<file path="src/hdl/command_line_tokenizer_top_defines.svh">
// Assertion macros for the command-line tokeniser.
// Depends on a clock named clk and an active-high reset named rst in scope.
`ifndef COMMAND_LINE_TOKENIZER_TOP_DEFINES_SVH
`define COMMAND_LINE_TOKENIZER_TOP_DEFINES_SVH

// Check a condition on every clock edge outside reset
`define CLT_ASSERT_ALWAYS(lbl, expr, msg) \
  lbl: assert property (@(posedge clk) disable iff (rst) (expr)) else $error(msg);

// Check that a condition implies another on the following edge
`define CLT_ASSERT_NEXT(lbl, ante, cons, msg) \
  lbl: assert property (@(posedge clk) disable iff (rst) (ante) |=> (cons)) else $error(msg);

`endif

</file>
<file path="src/hdl/clt_pkg.sv">
// Types, character constants and helper functions for the command-line tokeniser.
// No dependencies.
`timescale 1ns / 1ps

package clt_pkg;

  // Character codes
  localparam logic [7:0] CH_NUL   = 8'h00;
  localparam logic [7:0] CH_TAB   = 8'h09;
  localparam logic [7:0] CH_LF    = 8'h0A;
  localparam logic [7:0] CH_VT    = 8'h0B;
  localparam logic [7:0] CH_FF    = 8'h0C;
  localparam logic [7:0] CH_CR    = 8'h0D;
  localparam logic [7:0] CH_ESC   = 8'h1B;
  localparam logic [7:0] CH_SPACE = 8'h20;
  localparam logic [7:0] CH_QUOTE = 8'h22;
  localparam logic [7:0] CH_STAR  = 8'h2A;
  localparam logic [7:0] CH_LC_E  = 8'h65;
  localparam logic [7:0] CH_UC_E  = 8'h45;
  localparam logic [7:0] CH_LC_N  = 8'h6E;
  localparam logic [7:0] CH_UC_N  = 8'h4E;

  // Scanner mode
  typedef enum logic [2:0] {
    MODE_BETWEEN  = 3'd0,
    MODE_UNQUOTED = 3'd1,
    MODE_QUOTED   = 3'd2,
    MODE_ESCAPE   = 3'd3,
    MODE_DRAIN    = 3'd4
  } mode_t;

  // Result kind
  typedef enum logic [1:0] {
    KIND_BYTE     = 2'd0,
    KIND_END_ARG  = 2'd1,
    KIND_END_LINE = 2'd2
  } kind_t;

  // One result word
  typedef struct packed {
    kind_t      kind;
    logic [7:0] data;
    logic [7:0] arg_index;
    logic [7:0] arg_total;
  } res_word_t;

  localparam int unsigned RES_SLOTS = 4;

  function automatic logic is_ws(input logic [7:0] c);
    return (c == CH_SPACE) || (c == CH_LF) || (c == CH_TAB) ||
           (c == CH_VT) || (c == CH_FF) || (c == CH_CR);
  endfunction

  // Map an escaped byte to its value
  function automatic logic [7:0] unescape(input logic [7:0] c);
    logic [7:0] r;
    r = c;
    if ((c == CH_LC_E) || (c == CH_UC_E)) r = CH_ESC;
    else if ((c == CH_LC_N) || (c == CH_UC_N)) r = CH_LF;
    return r;
  endfunction

endpackage

</file>
<file path="src/hdl/command_line_tokenizer_top.sv">
// Command-line tokeniser: one line byte per input word, argument bytes,
// end-of-argument and end-of-line words out. Depends on clt_pkg and the defines header.
// The first result of an input word is offered in the cycle after the word is accepted.
// Throughput: one input word per cycle while each causes at most one result and the output
// is not stalled; a word causing more results (up to four) holds the input until its last is taken.
// Reset (synchronous, rst high) clears the scanner to between arguments, count 1,
// and empties the result buffer.
`timescale 1ns / 1ps
`include "command_line_tokenizer_top_defines.svh"

module command_line_tokenizer_top
  import clt_pkg::*;
#(
  parameter int unsigned MAX_ARGS = 255
) (
  input  logic       clk,
  input  logic       rst,
  input  logic       in_valid,
  output logic       in_ready,
  input  logic [7:0] ch,
  input  logic       line_end,
  output logic       out_valid,
  input  logic       out_ready,
  output logic [1:0] kind,
  output logic [7:0] data,
  output logic [7:0] arg_index,
  output logic [7:0] arg_total,
  output logic       run_last
);

  localparam logic [7:0] COUNT_CAP = (MAX_ARGS > 255) ? 8'd255 : 8'(MAX_ARGS);

  // Scanner state
  mode_t      mode, mode_next;
  logic       quote_pending, quote_pending_next;
  logic [7:0] arg_counter, arg_counter_next;

  // Result buffer
  res_word_t  res_buf [RES_SLOTS];
  res_word_t  res_new [RES_SLOTS];
  logic [2:0] res_left;
  logic [1:0] res_ptr;
  logic [2:0] res_count_new;

  logic       in_fire, out_fire;

  // Result flags in their fixed output order
  logic       emit_quote, emit_byte, emit_end_arg, emit_eol;
  logic [7:0] byte_value;
  logic [7:0] cnt_emit;
  logic       ended;

  assign in_fire  = in_valid && in_ready;
  assign out_fire = out_valid && out_ready;
  assign in_ready = (res_left == 3'd0) || ((res_left == 3'd1) && out_ready);

  // Scan one byte: decide results and next state
  always_comb begin
    logic is_nul;
    logic ws;
    is_nul = (ch == CH_NUL);
    ws     = is_ws(ch);
    mode_next          = mode;
    quote_pending_next = quote_pending;
    arg_counter_next   = arg_counter;
    cnt_emit     = arg_counter;
    emit_quote   = 1'b0;
    emit_byte    = 1'b0;
    emit_end_arg = 1'b0;
    emit_eol     = 1'b0;
    byte_value   = ch;
    ended        = 1'b0;
    if (mode == MODE_DRAIN) begin
      // Swallow bytes until the buffer ends
      if (line_end) begin
        mode_next          = MODE_BETWEEN;
        quote_pending_next = 1'b0;
        arg_counter_next   = 8'd1;
      end
    end else begin
      case (mode)
        MODE_UNQUOTED: begin
          if (is_nul || ws) begin
            emit_end_arg = 1'b1;
            mode_next    = MODE_BETWEEN;
            quote_pending_next = 1'b0;
            ended        = is_nul;
          end else begin
            emit_byte = 1'b1;
          end
        end
        MODE_QUOTED: begin
          if (quote_pending && (is_nul || ws)) begin
            // Closing quote confirmed
            emit_end_arg = 1'b1;
            mode_next    = MODE_BETWEEN;
            quote_pending_next = 1'b0;
            ended        = is_nul;
          end else if (!quote_pending && is_nul) begin
            emit_end_arg = 1'b1;
            mode_next    = MODE_BETWEEN;
            quote_pending_next = 1'b0;
            ended        = 1'b1;
          end else begin
            // Release a held quote as a literal, then take the byte
            emit_quote         = quote_pending;
            quote_pending_next = 1'b0;
            if (ch == CH_QUOTE) begin
              quote_pending_next = 1'b1;
            end else if (ch == CH_STAR) begin
              mode_next = MODE_ESCAPE;
            end else begin
              emit_byte = 1'b1;
            end
          end
        end
        MODE_ESCAPE: begin
          if (is_nul) begin
            emit_end_arg = 1'b1;
            mode_next    = MODE_BETWEEN;
            quote_pending_next = 1'b0;
            ended        = 1'b1;
          end else begin
            emit_byte  = 1'b1;
            byte_value = unescape(ch);
            mode_next  = MODE_QUOTED;
          end
        end
        default: begin
          mode_next          = MODE_BETWEEN;
          quote_pending_next = 1'b0;
          if (is_nul) begin
            ended = 1'b1;
          end else if (!ws) begin
            // Open a new argument
            if (arg_counter < COUNT_CAP) cnt_emit = arg_counter + 8'd1;
            arg_counter_next = cnt_emit;
            if (ch == CH_QUOTE) begin
              mode_next = MODE_QUOTED;
            end else begin
              mode_next = MODE_UNQUOTED;
              emit_byte = 1'b1;
            end
          end
        end
      endcase
      // Close an open argument at the end of the buffer
      if (!ended && line_end) begin
        if ((mode_next == MODE_UNQUOTED) || (mode_next == MODE_QUOTED) ||
            (mode_next == MODE_ESCAPE)) begin
          emit_end_arg = 1'b1;
        end
        ended = 1'b1;
      end
      if (ended) begin
        emit_eol           = 1'b1;
        mode_next          = line_end ? MODE_BETWEEN : MODE_DRAIN;
        quote_pending_next = 1'b0;
        arg_counter_next   = 8'd1;
      end
    end
  end

  // Pack the raised results into consecutive slots
  always_comb begin
    res_word_t w;
    logic [2:0] n;
    n = 3'd0;
    for (int i = 0; i < RES_SLOTS; i++) begin
      res_new[i] = '{kind: KIND_BYTE, data: 8'd0, arg_index: 8'd0, arg_total: 8'd0};
    end
    w = '{kind: KIND_BYTE, data: 8'd0, arg_index: cnt_emit - 8'd1, arg_total: cnt_emit};
    if (emit_quote) begin
      w.data = CH_QUOTE;
      res_new[n[1:0]] = w;
      n = n + 3'd1;
    end
    if (emit_byte) begin
      w.data = byte_value;
      res_new[n[1:0]] = w;
      n = n + 3'd1;
    end
    if (emit_end_arg) begin
      w.kind = KIND_END_ARG;
      w.data = 8'd0;
      res_new[n[1:0]] = w;
      n = n + 3'd1;
    end
    if (emit_eol) begin
      w.kind      = KIND_END_LINE;
      w.data      = 8'd0;
      w.arg_index = cnt_emit;
      res_new[n[1:0]] = w;
      n = n + 3'd1;
    end
    res_count_new = n;
  end

  // Advance scanner state on each accepted word
  always_ff @(posedge clk) begin
    if (rst) begin
      mode          <= MODE_BETWEEN;
      quote_pending <= 1'b0;
      arg_counter   <= 8'd1;
    end else if (in_fire) begin
      mode          <= mode_next;
      quote_pending <= quote_pending_next;
      arg_counter   <= arg_counter_next;
    end
  end

  // Load or drain the result buffer
  always_ff @(posedge clk) begin
    if (rst) begin
      res_left <= 3'd0;
      res_ptr  <= 2'd0;
    end else if (in_fire) begin
      res_left <= res_count_new;
      res_ptr  <= 2'd0;
    end else if (out_fire) begin
      res_left <= res_left - 3'd1;
      res_ptr  <= res_ptr + 2'd1;
    end
  end

  // Hold result payloads
  always_ff @(posedge clk) begin
    if (in_fire) begin
      res_buf <= res_new;
    end
  end

  // Drive the output word
  assign out_valid = (res_left != 3'd0);
  assign kind      = res_buf[res_ptr].kind;
  assign data      = res_buf[res_ptr].data;
  assign arg_index = res_buf[res_ptr].arg_index;
  assign arg_total = res_buf[res_ptr].arg_total;
  assign run_last  = (res_left == 3'd1);

  `CLT_ASSERT_ALWAYS(a_left_bound, res_left <= 3'd4, "result buffer count out of range")
  `CLT_ASSERT_ALWAYS(a_count_range, (arg_counter != 8'd0) && (arg_counter <= COUNT_CAP), "argument count out of range")
  `CLT_ASSERT_ALWAYS(a_eol_last, !(out_valid && (kind == KIND_END_LINE)) || run_last, "end of line not the last result")
  `CLT_ASSERT_ALWAYS(a_no_overrun, !(in_fire && out_valid) || (out_ready && run_last), "input taken over pending results")
  `CLT_ASSERT_NEXT(a_drain_empty, out_fire && run_last && !in_fire, !out_valid, "buffer not empty after last result")

endmodule
</file>
<file path="config.mk">
export PLATFORM = sky130hd
export DESIGN_NAME = command_line_tokenizer_top
export DESIGN_NICKNAME = d
export VERILOG_FILES = /design/src/hdl/clt_pkg.sv /design/src/hdl/command_line_tokenizer_top.sv
export VERILOG_INCLUDE_DIRS = /design/src /design/src/hdl
export SDC_FILE = /design/constraint.sdc
export NUM_CORES = 1
export LEC_CHECK = 0
export ABC_CLOCK_PERIOD_IN_PS = 5000
export BUFFER_PORTS_ARGS = -buffer_cell sky130_fd_sc_hd__buf_2
export CAP_MARGIN = 10
export CORE_MARGIN = 2
export CORE_UTILIZATION = 34
export CTS_BUF_LIST = sky130_fd_sc_hd__clkbuf_4
export CTS_CLUSTER_SIZE = 40
export DETAILED_ROUTE_END_ITERATION = 10
export SLEW_MARGIN = 40
export SYNTH_ARGS = -nofsm -noshare
export SYNTH_HDL_FRONTEND = slang
export SYNTH_SLANG_ARGS = --single-unit
</file>
<file path="constraint.sdc">
create_clock -name clk -period 5 [get_ports clk]
set_clock_uncertainty 0.05 [all_clocks]
set_input_delay 0.25 -clock clk [delete_from_list [all_inputs] [get_ports clk]]
set_output_delay 0.25 -clock clk [all_outputs]
set_load 0.05 [all_outputs]
</file>
==> qor.yml, run 1 <==
power_and_ir_drop:
  p_leak_nw: 2.394
  max-vdd-ir-drop_mv: 0.2629
  p_total_mw: 3.376
  powerDensity_nw_per_um2: 505.2
route:
  dr.first_iter.drc_count: 593
  ant_nets: 0
  drtPass1Iterations: 5
  avgViaCountPerCell: 5.566
  post-route-drc-count: 0
  drt_wl_total_um: 14890
  dr_total_vias: 4703
  detail_route.wl_per_cell_um: 17.62
global_route:
  antenna_found_initial: 1
  first_global_vias: 4405
  grt_pass1_wl_um: 23780
  grt_max_degree: 69
  grt_overflow: 0
  grt_usage_pct: 16.47
synthesis:
  synth_top_area_share_pct: 43.50
  syn_inst: 584
  synthTopCellsByCount: "edfxtp_1, nor2_1, nand2_1"
  yosys.area.top_type: "edfxtp_1"
  yosysMostFrequentCell: "edfxtp_1"
  synth_edf_count: 88
  synth-seq-cells: 105
  synth_area_leaders: "edfxtp_1, mux4_2, dfxtp_1"
  yosysWarnings: 0
  synthArstFlopShare_pct: 0
  synth.distinct_cells: 67
  syn_nets: 611
  ys_seq_area_share_pct: 49.10
  syn-cell-area_sq_um: 6075
  synth-main-ff-cell: "edfxtp_1"
  syn_avg_cell_area_sq_um: 10.40
die:
  fp.dieH_um: 137.7
  io-pin-count: 42
  dieArea_sq_um: 18950
  start_util_pct: 35.00
  die_w_um: 137.7
  rows: 48
  core_sq_um: 17360
cts:
  cts_buffer_depth: 2
  htreeDepth: 3
  clockRootBuffer: "clkbuf_4"
  post-cts-setup-buffer-count: 0
  cts.sinks: 105
  clk_pin_slew_worst_paths_ns: 0.17
  cts_made_buffers: 9
  hold_buffers: 0
  cts.repair.resized: 0
  clk_latency_ns: 0.48
  cts_tree: "yes"
final_layout:
  drive_above_1_share_pct: 17.77
  area_growth_pct: 10.03
  final_area_sq_um: 6684
  nets: 641
  final_util_pct: 38.51
sta:
  worst_slack_ns: 0.7434
  setup_viol: 0
  finalHoldViolCount: 0
  setup-tns-final_ns: 0
  rsz0062_at_grt: "no"
  relSlewSlack_pct: 50.20
  tightestPinTransition_ns: 0.7470
  slew_violations: 0
  finalCritPeriodShare_pct: 85.13
  fmax_mhz: 234.9
  final.min_clock_period_ns: 4.257
worst_setup_path:
  r2r_setup_slack_ns: 0.74
  critical_path.max_fanout: 15
  slowest_delay_ns: 0.67
  critPathKind: "reg2reg"
  crit_arrival_ns: 4.54
  critPathRequiredTime_ns: 5.29
  startpoint_type: "flip-flop"
  cpLargestDelayFamily: "simple AND/OR/NAND/NOR gates"
  crit_buf_inv: 4
  cp_cell_sequence: "nor3b_1, nand3_1, inv_1, ha_1, xor2_1, inv_1, ha_1, nand2_1, clkinv_1, buf_4, a2111oi_4, nor2b_1"
  end_kind: "flip-flop"
  crit_slowest_cell: "nor3b_1"
placed_design:
  post-place-ws_ns: 0.6762
  gp_congestion: 0.9432
  hpwl_um: 10770
  placed_cell_area_sq_um: 6523
  io_buffers: 41
job:
  cap_violations: 0
worst_hold_path:
  worstHoldPathType: "in2reg"
outcome:
  status: "finished clean"
-- worst min-delay path: cells and delay by family --
| family | cells | cell delay (ns) |
|---|---|---|
| AND/OR/NAND/NOR | 1 | 0.11 |
| AO/OA/AOI/OAI | 1 | 0.05 |
| buffers and inverters | 1 | 0.13 |
-- worst paths after layout --
kind                            startpoint                        to  cells past startpoint
hold reg to reg   res_left[2]$_SDFFE_PP0P_  res_left[2]$_SDFFE_PP0P_                      2
setup / recovery      mode[2]$_SDFFE_PP0P_     res_buf[98]$_DFFE_PP_                     12
hold / removal                   out_ready  res_left[2]$_SDFFE_PP0P_                      3
setup reg to reg      mode[2]$_SDFFE_PP0P_     res_buf[98]$_DFFE_PP_                     12
-- state kept, by name (all words and copies together), names as in the netlist --
signal / cells
res_left: 3
quote_pending: 1
res_buf: 88
res_ptr: 2
arg_counter: 8
mode: 3
-- area by class of cell --
class                           instances  area (sq um)
Multi-Input combinational cell        424          2890
Fill cell                            1714         10670
Antenna cell                            1         2.502
Sequential cell                       105          2987
Inverter                               22         83.83
Timing Repair Buffer                   52         291.5
Clock inverter                          6         72.57
Tap cell                              225         281.5
Clock buffer                           10         75.07
-- kinds of logic (layout without fill, tap and decap cells) --
logic type,Yosys count,after routing,share of synthesized area [%]
buffers and inverters,55,90,3.584
AO/OA/AOI/OAI,139,139,15.16
multiplexers,32,32,9.001
XOR/XNOR,11,11,1.586
other,0,1,0
AND/OR/NAND/NOR,228,228,18.68
flip-flops,105,105,49.10
adder cells (fa/ha/maj),14,14,2.884
-- per-stage QoR --
step                instances  hold slack (ns)
detailed placement        828           0.4580
floorplan                 584           0.3613
global route              845          0.04188
finish                    845          0.04769
CTS                       844          0.01108
global placement          828           0.4471
-- layer usage --
metal  vias to the layer above  wire [um]  GRT usage [%]
li1                       2264          -              -
met1                      2281       6756          22.25
met3                        18        716          2.134
met4                         0        230          5.556
met2                       140       7181          27.28
met5                         -          0              0
-- layout by cell type, fill, tap and decap left out, types with 3 or more instances in the layout --
cell type | synthesis | layout
a211oi_1 | 3 | 3
a21o_1 | 4 | 4
a21oi_1 | 36 | 36
a221oi_1 | 3 | 3
a22oi_1 | 3 | 3
a31oi_1 | 16 | 16
and2_1 | 9 | 9
and3_1 | 15 | 15
buf_2 | 6 | 41
buf_4 | 1 | 10
clkbuf_4 | 0 | 10
dfxtp_1 | 17 | 16
edfxtp_1 | 88 | 88
ha_1 | 14 | 14
inv_1 | 18 | 18
mux2i_1 | 13 | 12
mux4_2 | 18 | 18
nand2_1 | 38 | 38
nand2b_1 | 9 | 9
nand3_1 | 22 | 22
nand3b_1 | 4 | 4
nand4_1 | 4 | 4
nor2_1 | 79 | 79
nor2b_1 | 6 | 6
nor3_1 | 14 | 14
nor3_2 | 3 | 3
nor4_1 | 3 | 3
o211ai_1 | 3 | 3
o21ai_0 | 24 | 24
o221ai_1 | 4 | 4
o22ai_1 | 19 | 19
or3_1 | 9 | 9
xnor2_1 | 7 | 6
xor2_1 | 4 | 4
-- power breakdown --
| group | internal (mW) | switching (mW) | total, mW | leakage (nW) |
|---|---|---|---|---|
| Sequential | 1.28 | 0.126 | 1.41 | 0.994 |
| Clock | 0.166 | 0.298 | 0.464 | 0.0833 |
| Combinational | 0.453 | 1.05 | 1.51 | 1.32 |
| Total | 1.90 | 1.48 | 3.38 | 2.39 |
Note: power is estimated with default switching activity, not from simulation.
==> run 2: changes to the inputs <==
--- a/config.mk
+++ b/config.mk
@@ -7,7 +7,7 @@
 export NUM_CORES = 1
 export LEC_CHECK = 0
 export ABC_CLOCK_PERIOD_IN_PS = 5000
-export BUFFER_PORTS_ARGS = -buffer_cell sky130_fd_sc_hd__buf_2
+export BUFFER_PORTS_ARGS = -buffer_cell sky130_fd_sc_hd__buf_4
 export CAP_MARGIN = 10
 export CORE_MARGIN = 2
 export CORE_UTILIZATION = 34
==> qor.yml, run 2 (synthesis gave the netlist of run 1 again) <==
worst_setup_path:
  critical_path.max_fanout: 15
  crit_arrival_ns: 4.52
  critPathKind: "reg2reg"
  rr_worst_depth: 14
  startpoint_type: "flip-flop"
  end_kind: "flip-flop"
  critPathRequiredTime_ns: 5.32
sta:
  final.min_clock_period_ns: 4.197
  worst_slack_ns: 0.8029
  setup-tns-final_ns: 0
  tightestPinTransition_ns: 0.7783
  relSlewSlack_pct: 47.74
  rsz0062_at_grt: "no"
  finalCritPeriodShare_pct: 83.94
  setup_viol: 0
  finalHoldViolCount: 0
  fmax_mhz: 238.3
  timing.hold.ws_ns: 0.02695
  slew_violations: 0
final_layout:
  final_area_sq_um: 6792
  final_common_cell: "edfxtp_1"
  drive_above_1_share_pct: 17.85
  reg.largest.list: "res_buf: 88 flops, arg_counter: 8 flops"
  largest_register: "res_buf"
  area_growth_pct: 11.80
  final_cells: 848
  final_cell_mix: "edfxtp_1, nor2_1, buf_4"
  final_util_pct: 39.13
  largest_reg_flops: 88
  nets: 644
outcome:
  status: "finished clean"
power_and_ir_drop:
  clkPwrFrac_pct: 12.1
  p_comb_share_pct: 46.7
  power_frac_seq_pct: 41.2
  p_leak_nw: 2.423
  p_int_mw: 1.925
  powerDensity_nw_per_um2: 502.9
  p_switching_mw: 1.491
  swShare_pct: 43.64
  p_total_mw: 3.415
  max-vdd-ir-drop_mv: 0.3474
die:
  fp.dieH_um: 137.7
  io-pin-count: 42
  dieArea_sq_um: 18950
  core_sq_um: 17360
  rows: 48
  die_w_um: 137.7
  start_util_pct: 35.00
route:
  ant_nets: 0
  drt_wl_total_um: 15220
  dr.first_iter.drc_count: 389
  dr_total_vias: 4727
  detail_route.wl_per_cell_um: 17.95
  avgViaCountPerCell: 5.574
  post-route-drc-count: 0
  drtPass1Iterations: 5
cts:
  clockRootBuffer: "clkbuf_4"
  cts_tree: "yes"
  cts_buffer_depth: 2
  cts_made_buffers: 9
  cts.sinks: 105
  clk_latency_ns: 0.50
  clk_pin_slew_worst_paths_ns: 0.16
  htreeDepth: 3
placed_design:
  dpl.cell_count: 830
  hpwl_um: 11010
  gp_congestion: 0.8820
  io_buffers: 41
  post-place-ws_ns: 0.7130
  placed_cell_area_sq_um: 6640
worst_hold_path:
  worstHoldPathType: "in2reg"
  holdPathStages: 3
global_route:
  grt_pass1_wl_um: 24030
  first_global_vias: 4477
  antenna_found_initial: 1
  grt_overflow: 0
  grt_usage_pct: 16.66
  grt_max_degree: 66
job:
  cap_violations: 0
## run 2: layout make-up
cell class | instances | area, sq um
diodes | 1 | 2.502
clock buffers | 9 | 67.56
clock inverters | 7 | 63.81
fillers | 1721 | 10570
inverters | 22 | 83.83
multi-input cells | 424 | 2890
flip-flops and latches | 105 | 2987
well taps | 225 | 281.5
repair buffers | 55 | 415.4
## run 2: critical path: stages, from the launching register on
cell	delay (ns)
dfxtp_1	0.48
nor3b_1	0.60
a41o_1	0.18
a211oi_1	0.07
a211o_2	0.34
o211a_4	0.18
nor2_4	0.29
xor2_1	0.28
inv_1	0.10
ha_1	0.18
nand2_1	0.27
clkinv_1	0.15
buf_4	0.20
a2111oi_4	0.46
and3_1	0.24
## run 2: metal layers
| layer | vias to the layer above | track usage, % | wire, um |
|---|---|---|---|
| met5 | - | 0 | 0 |
| met4 | 0 | 6.357 | 252 |
| met3 | 17 | 1.766 | 756 |
| met2 | 158 | 27.75 | 7393 |
| met1 | 2284 | 22.31 | 6819 |
| li1 | 2268 | - | - |
## run 2: final timing paths
check	endpoint	slack [ns]	start
setup / recovery	res_buf[100]$_DFFE_PP_	0.80	mode[2]$_SDFFE_PP0P_
hold reg to reg	res_left[2]$_SDFFE_PP0P_	0.47	res_left[2]$_SDFFE_PP0P_
setup reg to reg	res_buf[100]$_DFFE_PP_	0.80	mode[2]$_SDFFE_PP0P_
hold / removal	arg_counter[0]$_SDFFE_PP1P_	0.03	line_end
## run 2: timing repair
| item | CTS | global route |
|---|---|---|
| resized for setup | 0 | 0 |
| endpoints found under the setup margin | 0 | 0 |
| hold endpoints to repair | 1 | 0 |
| hold buffers | 1 | 0 |
| setup buffers | 0 | 0 |
## run 2: power by group through the flow
stage	combinational [mW]	sequential (mW)	clock (mW)
3_3_place_gp	1.58	1.42	0
5_1_grt	1.72	1.45	0.456
3_5_place_dp	1.60	1.44	0
4_1_cts	1.61	1.41	0.430
2_1_floorplan	1.23	1.35	0
6_report	1.59	1.41	0.414
==> run 3: changes to the inputs <==
--- a/config.mk
+++ b/config.mk
@@ -6,7 +6,7 @@
 export SDC_FILE = /design/constraint.sdc
 export NUM_CORES = 1
 export LEC_CHECK = 0
-export ABC_CLOCK_PERIOD_IN_PS = 5000
+export ABC_CLOCK_PERIOD_IN_PS = 3900
 export BUFFER_PORTS_ARGS = -buffer_cell sky130_fd_sc_hd__buf_4
 export CAP_MARGIN = 10
 export CORE_MARGIN = 2
==> constraint.sdc (replaced) <==
create_clock -name clk -period 3.9 [get_ports clk]
set_clock_uncertainty 0.05 [all_clocks]
set_input_delay 0.195 -clock clk [delete_from_list [all_inputs] [get_ports clk]]
set_output_delay 0.195 -clock clk [all_outputs]
set_load 0.05 [all_outputs]
==> qor.yml, run 3 (synthesis gave the netlist of run 1 again) <==
outcome:
  status: "finished clean"
final_layout:
  largest_reg_flops: 88
  nets: 681
  reg.largest.list: "res_buf: 88 flops, arg_counter: 8 flops"
  final_common_cell: "edfxtp_1"
  area_growth_pct: 17.34
  final_cell_mix: "edfxtp_1, buf_4, nor2_1"
  largest_register: "res_buf"
  drive_above_1_share_pct: 21.85
sta:
  timing.hold.ws_ns: 0.08815
  setup-tns-final_ns: 0
  final.min_clock_period_ns: 3.636
  finalHoldViolCount: 0
  fmax_mhz: 275.0
  setup_viol: 0
  rsz0062_at_grt: "no"
  relSlewSlack_pct: 48.24
  tightestPinTransition_ns: 0.7708
  slew_violations: 0
  finalCritPeriodShare_pct: 93.24
worst_setup_path:
  crit_arrival_ns: 3.92
  critPathKind: "in2reg"
  startpoint_type: "input port"
  end_kind: "flip-flop"
  critPathRequiredTime_ns: 4.18
  critical_path.max_fanout: 8
route:
  detail_route.wl_per_cell_um: 17.49
  dr.first_iter.drc_count: 442
  drt_wl_total_um: 15480
  drtPass1Iterations: 5
  ant_nets: 0
  avgViaCountPerCell: 5.547
  post-route-drc-count: 0
  dr_total_vias: 4909
global_route:
  grt_usage_pct: 17.18
  grt_max_degree: 73
  grt_overflow: 0
  antenna_found_initial: 1
  grt_pass1_wl_um: 24940
  first_global_vias: 4740
die:
  fp.dieH_um: 137.7
  rows: 48
  dieArea_sq_um: 18950
  die_w_um: 137.7
  start_util_pct: 35.00
  io-pin-count: 42
  core_sq_um: 17360
power_and_ir_drop:
  max-vdd-ir-drop_mv: 0.5074
  p_leak_nw: 2.619
  powerDensity_nw_per_um2: 630.4
  p_total_mw: 4.494
cts:
  cts_tree: "yes"
  htreeDepth: 3
  clk_latency_ns: 0.50
  clk_pin_slew_worst_paths_ns: 0.16
  cts_made_buffers: 9
  cts_buffer_depth: 2
  cts.sinks: 105
  clockRootBuffer: "clkbuf_4"
job:
  cap_violations: 0
placed_design:
  io_buffers: 41
  gp_congestion: 0.9270
  hpwl_um: 11290
worst_hold_path:
  worstHoldPathType: "in2reg"
-- run 3: cell count changes in the layout (fill, tap and decap cells not counted), moves of 2 or more --
cell,previous run,this run
buf_4,54,83
dfxtp_2,0,2
dlygate4sd3_1,1,8
dfxtp_1,16,14
-- run 3: layout make-up --
type | instances | area (sq um)
clock inverter | 6 | 82.58
sequential | 105 | 2989
tap | 225 | 281.5
inverter | 22 | 87.58
fill | 1689 | 10230
clock buffer | 10 | 75.07
multi-input combinational | 424 | 2895
timing repair buffer | 92 | 714.4
antenna | 1 | 2.502
-- run 3: final timing paths --
path	startpoint	endpoint	slack, ns	depth (start not counted)
setup / recovery	ch[2]	res_buf[98]$_DFFE_PP_	0.26	15
hold / removal	ch[1]	res_buf[69]$_DFFE_PP_	0.09	3
setup reg to reg	mode[2]$_SDFFE_PP0P_	res_buf[40]$_DFFE_PP_	0.34	12
hold reg to reg	res_left[2]$_SDFFE_PP0P_	res_left[2]$_SDFFE_PP0P_	0.48	2
-- run 3: power breakdown --
| group | switching (mW) | total, mW | internal (mW) |
|---|---|---|---|
| sequential | 0.156 | 1.80 | 1.64 |
| clock | 0.400 | 0.617 | 0.217 |
| combinational | 1.36 | 2.08 | 0.716 |
-- run 3: critical path, cell delays in order --
cell and delay [ns]:
dlygate4sd3_1 0.53, buf_4 0.17, nor4bb_1 0.39, nor2_1 0.12
a21oi_1 0.27, a31oi_1 0.12, o211a_1 0.27, ha_1 0.38
xor2_1 0.22, inv_1 0.09, ha_1 0.19, nand2_1 0.08
clkinv_1 0.18, a2111oi_4 0.47, nor2b_1 0.24
-- run 3: metal layers --
metal | GRT usage [%] | wire length, um
met1 | 23.44 | 7035
met2 | 27.64 | 7361
met3 | 2.281 | 786
met4 | 6.816 | 298
met5 | 0 | 0
-- run 3: what timing repair did --
item	in CTS	in global routing
hold buffers	8	0
gates resized for setup	0	3
buffers inserted	0	2
endpoints found under the setup margin	0	4
endpoints found under the hold margin	24	0
-- run 3: through the flow --
step,setup WS [ns],utilization [%],instances,area (sq um)
2_1_floorplan,0.2024,-,584,6080
3_3_place_gp,0.2177,39.42,858,6843
3_5_place_dp,0.2562,39.49,858,6854
4_1_cts,0.2423,40.86,882,7092
5_1_grt,0.004506,41.07,885,7128
6_report,0.2636,41.07,885,7128
